--- src/hdl/modexp_pkg.sv ---
// Shared types and constants for the modular exponentiation block.
// No dependencies; every other file imports this package.
package modexp_pkg;

    typedef enum logic [2:0] {
        ST_IDLE,
        ST_REDUCE,
        ST_SCAN,
        ST_SQUARE,
        ST_MULT,
        ST_OUT
    } mx_state_t;

    // Status of a serial arithmetic unit.
    typedef struct packed {
        logic busy;
        logic done;
    } unit_stat_t;

    localparam int unsigned REG_MODULUS  = 0;
    localparam int unsigned REG_EXPONENT = 1;

endpackage

--- src/hdl/modexp_reduce.sv ---
// Bit-serial remainder unit: dividend mod modulus, one dividend bit per cycle.
// Depends on modexp_pkg.
module modexp_reduce #(
    parameter int WIDTH = 32
) (
    input  logic                   aclk,
    input  logic                   aresetn,
    input  logic                   start,
    input  logic [WIDTH-1:0]       dividend,
    input  logic [WIDTH-1:0]       modulus,
    output logic [WIDTH-1:0]       remainder,
    output modexp_pkg::unit_stat_t stat
);
    import modexp_pkg::*;

    localparam int CW = $clog2(WIDTH);
    localparam logic [CW-1:0] CNT_LAST = CW'(WIDTH - 1);

    logic             busy_reg, busy_next;
    logic             done_reg, done_next;
    logic [CW-1:0]    cnt_reg, cnt_next;
    logic [WIDTH-1:0] rem_reg, rem_next;
    logic [WIDTH-1:0] sh_reg, sh_next;

    logic             mod_zero;
    logic [WIDTH:0]   shifted;
    logic [WIDTH:0]   trial;

    assign mod_zero = (modulus == '0);
    assign shifted  = {rem_reg, sh_reg[WIDTH-1]};
    // Remainder stays below modulus, so one conditional subtract suffices.
    assign trial    = (!mod_zero && shifted >= {1'b0, modulus}) ?
                      shifted - {1'b0, modulus} : shifted;

    always_comb begin
        busy_next = busy_reg;
        done_next = 1'b0;
        cnt_next  = cnt_reg;
        rem_next  = rem_reg;
        sh_next   = sh_reg;
        if (start) begin
            busy_next = 1'b1;
            cnt_next  = CNT_LAST;
            rem_next  = '0;
            sh_next   = dividend;
        end else if (busy_reg) begin
            rem_next = trial[WIDTH-1:0];
            sh_next  = {sh_reg[WIDTH-2:0], 1'b0};
            cnt_next = cnt_reg - 1'b1;
            if (cnt_reg == '0) begin
                busy_next = 1'b0;
                done_next = 1'b1;
            end
        end
    end

    always_ff @(posedge aclk) begin
        if (!aresetn) begin
            busy_reg <= 1'b0;
            done_reg <= 1'b0;
            cnt_reg  <= '0;
        end else begin
            busy_reg <= busy_next;
            done_reg <= done_next;
            cnt_reg  <= cnt_next;
        end
        rem_reg <= rem_next;
        sh_reg  <= sh_next;
    end

    assign remainder = rem_reg;
    assign stat.busy = busy_reg;
    assign stat.done = done_reg;

endmodule

--- src/hdl/modexp_mulmod.sv ---
// Bit-serial modular multiplier: op_a * op_b mod modulus, one op_b bit per cycle.
// Depends on modexp_pkg. Operands must already be below the modulus.
module modexp_mulmod #(
    parameter int WIDTH = 32
) (
    input  logic                   aclk,
    input  logic                   aresetn,
    input  logic                   start,
    input  logic [WIDTH-1:0]       op_a,
    input  logic [WIDTH-1:0]       op_b,
    input  logic [WIDTH-1:0]       modulus,
    output logic [WIDTH-1:0]       product,
    output modexp_pkg::unit_stat_t stat
);
    import modexp_pkg::*;

    localparam int CW = $clog2(WIDTH);
    localparam logic [CW-1:0] CNT_LAST = CW'(WIDTH - 1);

    logic             busy_reg, busy_next;
    logic             done_reg, done_next;
    logic [CW-1:0]    cnt_reg, cnt_next;
    logic [WIDTH-1:0] acc_reg, acc_next;
    logic [WIDTH-1:0] a_reg, a_next;
    logic [WIDTH-1:0] b_reg, b_next;

    logic             mod_zero;
    logic [WIDTH:0]   dbl_sum, dbl_red;
    logic [WIDTH:0]   add_sum, add_red;

    // Zero modulus means plain wrap at WIDTH bits.
    assign mod_zero = (modulus == '0);
    assign dbl_sum  = {acc_reg, 1'b0};
    assign dbl_red  = (!mod_zero && dbl_sum >= {1'b0, modulus}) ?
                      dbl_sum - {1'b0, modulus} : dbl_sum;
    assign add_sum  = {1'b0, dbl_red[WIDTH-1:0]} +
                      (b_reg[WIDTH-1] ? {1'b0, a_reg} : {(WIDTH+1){1'b0}});
    assign add_red  = (!mod_zero && add_sum >= {1'b0, modulus}) ?
                      add_sum - {1'b0, modulus} : add_sum;

    always_comb begin
        busy_next = busy_reg;
        done_next = 1'b0;
        cnt_next  = cnt_reg;
        acc_next  = acc_reg;
        a_next    = a_reg;
        b_next    = b_reg;
        if (start) begin
            busy_next = 1'b1;
            cnt_next  = CNT_LAST;
            acc_next  = '0;
            a_next    = op_a;
            b_next    = op_b;
        end else if (busy_reg) begin
            acc_next = add_red[WIDTH-1:0];
            b_next   = {b_reg[WIDTH-2:0], 1'b0};
            cnt_next = cnt_reg - 1'b1;
            if (cnt_reg == '0) begin
                busy_next = 1'b0;
                done_next = 1'b1;
            end
        end
    end

    always_ff @(posedge aclk) begin
        if (!aresetn) begin
            busy_reg <= 1'b0;
            done_reg <= 1'b0;
            cnt_reg  <= '0;
        end else begin
            busy_reg <= busy_next;
            done_reg <= done_next;
            cnt_reg  <= cnt_next;
        end
        acc_reg <= acc_next;
        a_reg   <= a_next;
        b_reg   <= b_next;
    end

    assign product   = acc_reg;
    assign stat.busy = busy_reg;
    assign stat.done = done_reg;

endmodule

--- src/hdl/modular_exponentiation_top.sv ---
// Top level of the modular exponentiation block: APB registers, sequencer,
// output register. Depends on modexp_pkg, modexp_reduce and modexp_mulmod.
//
//  channel   direction  handshake          payload
//  -------   ---------  -----------------  --------------------------------
//  input     in         s_valid / s_ready  s_base       (WIDTH bits)
//  result    out        m_valid / m_ready  m_power_result (WIDTH bits)
//  config    in         APB psel/penable   modulus @ 0, exponent @ 4 (8 if WIDTH > 32)
//
// One word at a time. A word passes through base reduction, a scan for the top
// set exponent bit, then a squaring per exponent bit from there down and a
// multiply per set bit, all on the bit-serial multiplier. A zero exponent
// skips reduction and goes straight to the output state.
// Reset clears control state and sets modulus and exponent to 1.
// A stalled result holds in the output register while the next word runs.
module modular_exponentiation_top #(
    parameter int WIDTH = 32
) (
    input  logic                              aclk,
    input  logic                              aresetn,
    // input channel
    input  logic                              s_valid,
    output logic                              s_ready,
    input  logic [WIDTH-1:0]                  s_base,
    // result channel
    output logic                              m_valid,
    input  logic                              m_ready,
    output logic [WIDTH-1:0]                  m_power_result,
    // configuration port
    input  logic                              psel,
    input  logic                              penable,
    input  logic                              pwrite,
    input  logic [((WIDTH > 32) ? 3 : 2):0]   paddr,
    input  logic [((WIDTH > 32) ? 64 : 32)-1:0] pwdata,
    output logic [((WIDTH > 32) ? 64 : 32)-1:0] prdata,
    output logic                              pready
);
    import modexp_pkg::*;

    localparam int PW  = (WIDTH > 32) ? 64 : 32;
    localparam int ASH = (WIDTH > 32) ? 3 : 2;
    localparam int CW  = $clog2(WIDTH);
    localparam logic [CW-1:0] BITS_TOP = CW'(WIDTH - 1);
    localparam logic [WIDTH-1:0] ONE = WIDTH'(1);

    // Configuration registers
    logic [WIDTH-1:0] modulus_reg;
    logic [WIDTH-1:0] exponent_reg;
    logic             cfg_write;

    assign pready    = 1'b1;
    assign cfg_write = psel && penable && pwrite && pready;

    always_ff @(posedge aclk) begin
        if (!aresetn) begin
            modulus_reg  <= ONE;
            exponent_reg <= ONE;
        end else if (cfg_write) begin
            if (paddr[ASH] == 1'(REG_MODULUS)) begin
                modulus_reg <= pwdata[WIDTH-1:0];
            end else begin
                exponent_reg <= pwdata[WIDTH-1:0];
            end
        end
    end

    // Read back the addressed register.
    assign prdata = (paddr[ASH] == 1'(REG_EXPONENT)) ? PW'(exponent_reg) : PW'(modulus_reg);

    // Sequencer state
    mx_state_t        state_reg, state_next;
    logic [WIDTH-1:0] acc_reg, acc_next;
    logic [WIDTH-1:0] base_reg, base_next;
    logic [WIDTH-1:0] exp_sh_reg, exp_sh_next;
    logic [CW-1:0]    bits_left_reg, bits_left_next;
    logic             m_valid_reg, m_valid_next;
    logic [WIDTH-1:0] m_power_result_reg, m_power_result_next;

    // Arithmetic unit hookup
    logic             rd_start;
    logic [WIDTH-1:0] rd_rem;
    unit_stat_t       rd_stat;
    logic             mm_start;
    logic [WIDTH-1:0] mm_a, mm_b, mm_prod;
    unit_stat_t       mm_stat;
    logic             advance;

    modexp_reduce #(.WIDTH(WIDTH)) u_reduce (
        .aclk      (aclk),
        .aresetn   (aresetn),
        .start     (rd_start),
        .dividend  (s_base),
        .modulus   (modulus_reg),
        .remainder (rd_rem),
        .stat      (rd_stat)
    );

    modexp_mulmod #(.WIDTH(WIDTH)) u_mulmod (
        .aclk    (aclk),
        .aresetn (aresetn),
        .start   (mm_start),
        .op_a    (mm_a),
        .op_b    (mm_b),
        .modulus (modulus_reg),
        .product (mm_prod),
        .stat    (mm_stat)
    );

    assign s_ready = (state_reg == ST_IDLE);

    always_comb begin
        state_next          = state_reg;
        acc_next            = acc_reg;
        base_next           = base_reg;
        exp_sh_next         = exp_sh_reg;
        bits_left_next      = bits_left_reg;
        m_power_result_next = m_power_result_reg;
        // Drop the held result once taken.
        m_valid_next        = m_valid_reg && !m_ready;
        rd_start            = 1'b0;
        mm_start            = 1'b0;
        mm_a                = acc_reg;
        mm_b                = acc_reg;
        advance             = 1'b0;

        unique case (state_reg)
            ST_IDLE: begin
                if (s_valid) begin
                    if (exponent_reg == '0) begin
                        // Zero exponent returns 1, unreduced.
                        acc_next   = ONE;
                        state_next = ST_OUT;
                    end else begin
                        rd_start       = 1'b1;
                        acc_next       = (modulus_reg == ONE) ? '0 : ONE;
                        exp_sh_next    = exponent_reg;
                        bits_left_next = BITS_TOP;
                        state_next     = ST_REDUCE;
                    end
                end
            end
            ST_REDUCE: begin
                if (rd_stat.done) begin
                    base_next  = rd_rem;
                    state_next = ST_SCAN;
                end
            end
            ST_SCAN: begin
                // Skip leading zero exponent bits one per cycle.
                if (exp_sh_reg[WIDTH-1]) begin
                    mm_start   = 1'b1;
                    state_next = ST_SQUARE;
                end else begin
                    exp_sh_next    = {exp_sh_reg[WIDTH-2:0], 1'b0};
                    bits_left_next = bits_left_reg - 1'b1;
                end
            end
            ST_SQUARE: begin
                if (mm_stat.done) begin
                    acc_next = mm_prod;
                    if (exp_sh_reg[WIDTH-1]) begin
                        mm_start   = 1'b1;
                        mm_a       = mm_prod;
                        mm_b       = base_reg;
                        state_next = ST_MULT;
                    end else begin
                        advance = 1'b1;
                    end
                end
            end
            ST_MULT: begin
                if (mm_stat.done) begin
                    acc_next = mm_prod;
                    advance  = 1'b1;
                end
            end
            ST_OUT: begin
                // Load the output register when it is free or being emptied.
                if (!m_valid_reg || m_ready) begin
                    m_valid_next        = 1'b1;
                    m_power_result_next = acc_reg;
                    state_next          = ST_IDLE;
                end
            end
            default: begin
                state_next = ST_IDLE;
            end
        endcase

        // Advance to the next exponent bit and launch its squaring, or go to output after the last bit.
        if (advance) begin
            if (bits_left_reg == '0) begin
                state_next = ST_OUT;
            end else begin
                exp_sh_next    = {exp_sh_reg[WIDTH-2:0], 1'b0};
                bits_left_next = bits_left_reg - 1'b1;
                mm_start       = 1'b1;
                mm_a           = mm_prod;
                mm_b           = mm_prod;
                state_next     = ST_SQUARE;
            end
        end
    end

    always_ff @(posedge aclk) begin
        if (!aresetn) begin
            state_reg     <= ST_IDLE;
            m_valid_reg   <= 1'b0;
            bits_left_reg <= '0;
        end else begin
            state_reg     <= state_next;
            m_valid_reg   <= m_valid_next;
            bits_left_reg <= bits_left_next;
        end
        acc_reg            <= acc_next;
        base_reg           <= base_next;
        exp_sh_reg         <= exp_sh_next;
        m_power_result_reg <= m_power_result_next;
    end

    assign m_valid        = m_valid_reg;
    assign m_power_result = m_power_result_reg;

    // Both serial units are quiet whenever a new word may enter.
    a_idle_units: assert property (@(posedge aclk) disable iff (!aresetn)
        s_ready |-> (!mm_stat.busy && !rd_stat.busy))
        else $error("arithmetic unit busy while sequencer idle");

    // A multiplier finish only lands where the sequencer waits for it.
    a_mm_done_state: assert property (@(posedge aclk) disable iff (!aresetn)
        mm_stat.done |-> (state_reg == ST_SQUARE || state_reg == ST_MULT))
        else $error("multiplier finished outside a multiply state");

    // A reduction finish only lands in the reduction wait.
    a_rd_done_state: assert property (@(posedge aclk) disable iff (!aresetn)
        rd_stat.done |-> (state_reg == ST_REDUCE))
        else $error("reduction finished outside its wait state");

    // The multiplier is never restarted while it runs.
    a_mm_no_restart: assert property (@(posedge aclk) disable iff (!aresetn)
        mm_start |-> !mm_stat.busy)
        else $error("multiplier started while busy");

endmodule
--- config.mk ---
export PLATFORM = sky130hd
export DESIGN_NAME = modular_exponentiation_top
export DESIGN_NICKNAME = d
export VERILOG_FILES = /design/src/hdl/modexp_pkg.sv /design/src/hdl/modexp_reduce.sv /design/src/hdl/modexp_mulmod.sv /design/src/hdl/modular_exponentiation_top.sv
export SDC_FILE = /design/constraint.sdc
export NUM_CORES = 1
export LEC_CHECK = 0
export ABC_AREA = 1
export BUFFER_PORTS_ARGS = -buffer_cell sky130_fd_sc_hd__buf_4
export CAP_MARGIN = 0
export CORE_ASPECT_RATIO = 1.1
export CORE_UTILIZATION = 25
export DETAILED_ROUTE_END_ITERATION = 7
export GPL_TIMING_DRIVEN = 1
export SLEW_MARGIN = 20
export SYNTH_ARGS = -nofsm -noshare
export SYNTH_HDL_FRONTEND = slang
export SYNTH_SLANG_ARGS = --single-unit
export TNS_END_PERCENT = 30
--- constraint.sdc ---
create_clock -name aclk -period 7.1 [get_ports aclk]
set_input_delay 0.71 -clock aclk [delete_from_list [all_inputs] [get_ports aclk]]
set_output_delay 0.71 -clock aclk [all_outputs]
set_load 0.005 [all_outputs]
==> flow_metrics.env <==
export IMPL_dr_total_vias=26000
export IMPL_fillerInstances=11400
export IMPL_route_detailed_drc=0
export IMPL_routed_via_density=4.74
export IMPL_cts_tree="done"
export IMPL_r2r_start="modulus_reg[16]$_SDFFE_PN0P_"
export IMPL_fin_cells=5482
export IMPL_crit_path_start_kind="flop"
export IMPL_clock_latency_ns=0.61
export IMPL_synth_top_flop_cell="edfxtp_1"
export IMPL_holdCritStartpoint="s_base[18]"
export IMPL_multiInputGateArea_um2=14300
export IMPL_clock_sinks=375
export IMPL_yosysUniqueCellTypes=48
export IMPL_syn2layout_area_growth_pct=16.4
export IMPL_rr_worst_depth=37
export IMPL_ys_warnings_count=0
export IMPL_ios=141
export IMPL_routedWlPerCell_um=19.0
export IMPL_hold_class="input pin to flop"
export IMPL_core_area_um2=104000
export IMPL_crit_top_cell="nand2_1"
export IMPL_hpwl_um=81800
export IMPL_synth_most_common_cell="nand2_1"
export IMPL_maxSlewViolCount=0
export IMPL_grt_overflow=0
export IMPL_placed_cells=5397
export IMPL_max_freq_mhz=151
export IMPL_grtUsageTotal_pct=18.9
export IMPL_synth_seq_area_share_pct=35.6
export IMPL_crit_fanout=23
export IMPL_required_ns=7.65
export IMPL_avgSynthCellArea_um2=6.74
export IMPL_drv_cap=0
export IMPL_dieHeight_um=343
export IMPL_clkSlewWorstSetupHoldPaths_ns=0.07
export IMPL_fin_ws_ns=0.463
export IMPL_synth_largest_area_cell="edfxtp_1"
export IMPL_slew_headroom_pct=31.2
export IMPL_slowest_stage="ha_1"
export IMPL_sequential_cell_area_um2=9430
export IMPL_ant_nets=0
export IMPL_io_buffers=137
export IMPL_skew_ns=0.0327
export IMPL_drive_gt1_share_pct=9.04
export IMPL_routed_wl_um=104000
export IMPL_finalSetupTns_ns=0
export IMPL_cp_arrival_ns=7.19
export IMPL_grt_max_degree=83
export IMPL_ys_top_cells_by_area="edfxtp_1, nand2_1, dfxtp_1, inv_1, o21ai_0"
export IMPL_worstMarginPinSlew_ns=1.03
export IMPL_antenna_found_initial=5
export IMPL_setup_viol=0
export IMPL_dr_pass1_iters=6
export IMPL_synth_edf_count=192
export IMPL_num_rows=124
export IMPL_fin_nets=4269
export IMPL_dp_slack_ns=0.517
export IMPL_drt_iter0_drc=2294
export IMPL_critical_path_endpoint_type="flop"
export IMPL_async_flop_share_pct=0
export IMPL_hold_viol=0
export IMPL_min_period_ns=6.64
export IMPL_grt_first_pass_wirelength_um=153000
export IMPL_rsz0062_at_grt="no"
export IMPL_cts_max_path_buffers=3
export IMPL_initial_core_util_pct=25.4
export IMPL_synth_common_cells="nand2_1, inv_1, o21ai_0"
export IMPL_cts_made_buffers=45
export IMPL_syn_num_nets=4142
export IMPL_min_period_over_period_pct=93.5
export IMPL_postLayoutCoreUtil_pct=29.5
export IMPL_grt_pass1_vias=24200
export IMPL_outcome="finished, final reports clean"
export IMPL_path_class="flop to flop"
export IMPL_timing_rr_end="u_mulmod.product[7]$_SDFFE_PN0P_"
export IMPL_netlist_area_um2=26500
export IMPL_dieArea_um2=107000
export IMPL_max_stage_delay_ns=0.51
export IMPL_ctsHtreeMaxLevel=2
export IMPL_min_path_cells=3
export IMPL_rrSetupSlack_ns=0.46
export IMPL_cts_root_buf="clkbuf_16"
export IMPL_die_w_um=312
export IMPL_syn_inst=3931
export IMPL_cts_setup_buffers=0
export IMPL_gp_congestion=0.983
export IMPL_synth_top_cell_area_share_pct=21.8
export IMPL_hold_path_end="u_reduce.sh_reg[18]$_DFFE_PP_"
export IMPL_ys_ff_latch=375
-- critical path, delay by kind of cell, from the launching register on --
family          cells  cell delay (ns)
fa+ha+maj           3             1.29
xor+xnor            1             0.27
buf+inv             5             0.82
compound gates      6             1.14
simple gates       22             2.70
flops               1             0.30
-- cell type report --
class	count	area share, %
multi-input combinational	2844	46.4
sequential	375	30.6
inverter	570	6.94
tap	1386	5.62
timing repair buffer	222	5.49
clock buffer	54	3.83
clock inverter	30	1.10
antenna	1	0.00811
-- timing repair --
action	4_1_cts	5_1_grt
gates resized for setup	0	1
hold buffers	0	0
setup endpoints to repair	0	32
-- through the flow --
stage | hold slack (ns) | cell area (µm²)
global route | 0.368 | 30800
global placement | 0.438 | 29300
floorplan | 0.426 | 26500
finish | 0.371 | 30800
CTS | 0.339 | 30800
detailed placement | 0.439 | 29300
-- kinds of logic after synthesis --
logic type / after synthesis / synth area share (%)
AO/OA/AOI/OAI: 722 / 14.3
XOR/XNOR: 81 / 2.68
adder cells (fa/ha/maj): 137 / 6.58
buffers and inverters: 712 / 10.5
flip-flops: 375 / 35.6
other: 1 / 0.0142
AND/OR/NAND/NOR: 1903 / 30.4
-- placed cells by master (no fill, tap or decap), drive strengths merged, types with 44 or more instances in the layout --
master	Yosys	routed
nand3	278	278
inv	567	573
nor2	324	324
dfxtp	183	183
clkbuf	96	54
edfxtp	192	192
ha	133	133
buf	46	222
o21ai	425	425
nand2	1174	1174
nand4	44	44
a21oi	236	236
-- metal layers --
metal | part of all wire, % | global-route usage [%] | up-vias
met5 | 0 | 0 | -
met4 | 4.0 | 7.31 | 0
met3 | 4.9 | 2.04 | 154
met2 | 48 | 32.9 | 767
met1 | 43 | 24.0 | 12100
li1 | - | - | 13000
-- how the worst max path moves through the flow --
stage / startpoint / to / slack (ns) / cells past startpoint
2_1_floorplan: modulus_reg[1]$_SDFFE_PN0P_ / u_mulmod.product[11]$_SDFFE_PN0P_ / 2.05 / 43
3_3_place_gp: modulus_reg[10]$_SDFFE_PN0P_ / u_mulmod.product[7]$_SDFFE_PN0P_ / 0.52 / 45
3_5_place_dp: modulus_reg[10]$_SDFFE_PN0P_ / u_mulmod.product[7]$_SDFFE_PN0P_ / 0.52 / 45
4_1_cts: modulus_reg[10]$_SDFFE_PN0P_ / u_mulmod.product[7]$_SDFFE_PN0P_ / 0.48 / 45
5_1_grt: modulus_reg[16]$_SDFFE_PN0P_ / u_mulmod.product[13]$_SDFFE_PN0P_ / 0.002 / 39
6_report: modulus_reg[16]$_SDFFE_PN0P_ / u_mulmod.product[7]$_SDFFE_PN0P_ / 0.46 / 37
Power is left out: the tool's default activity adds up to more than one toggle a clock period on the data nets, which glitch-free logic cannot reach.
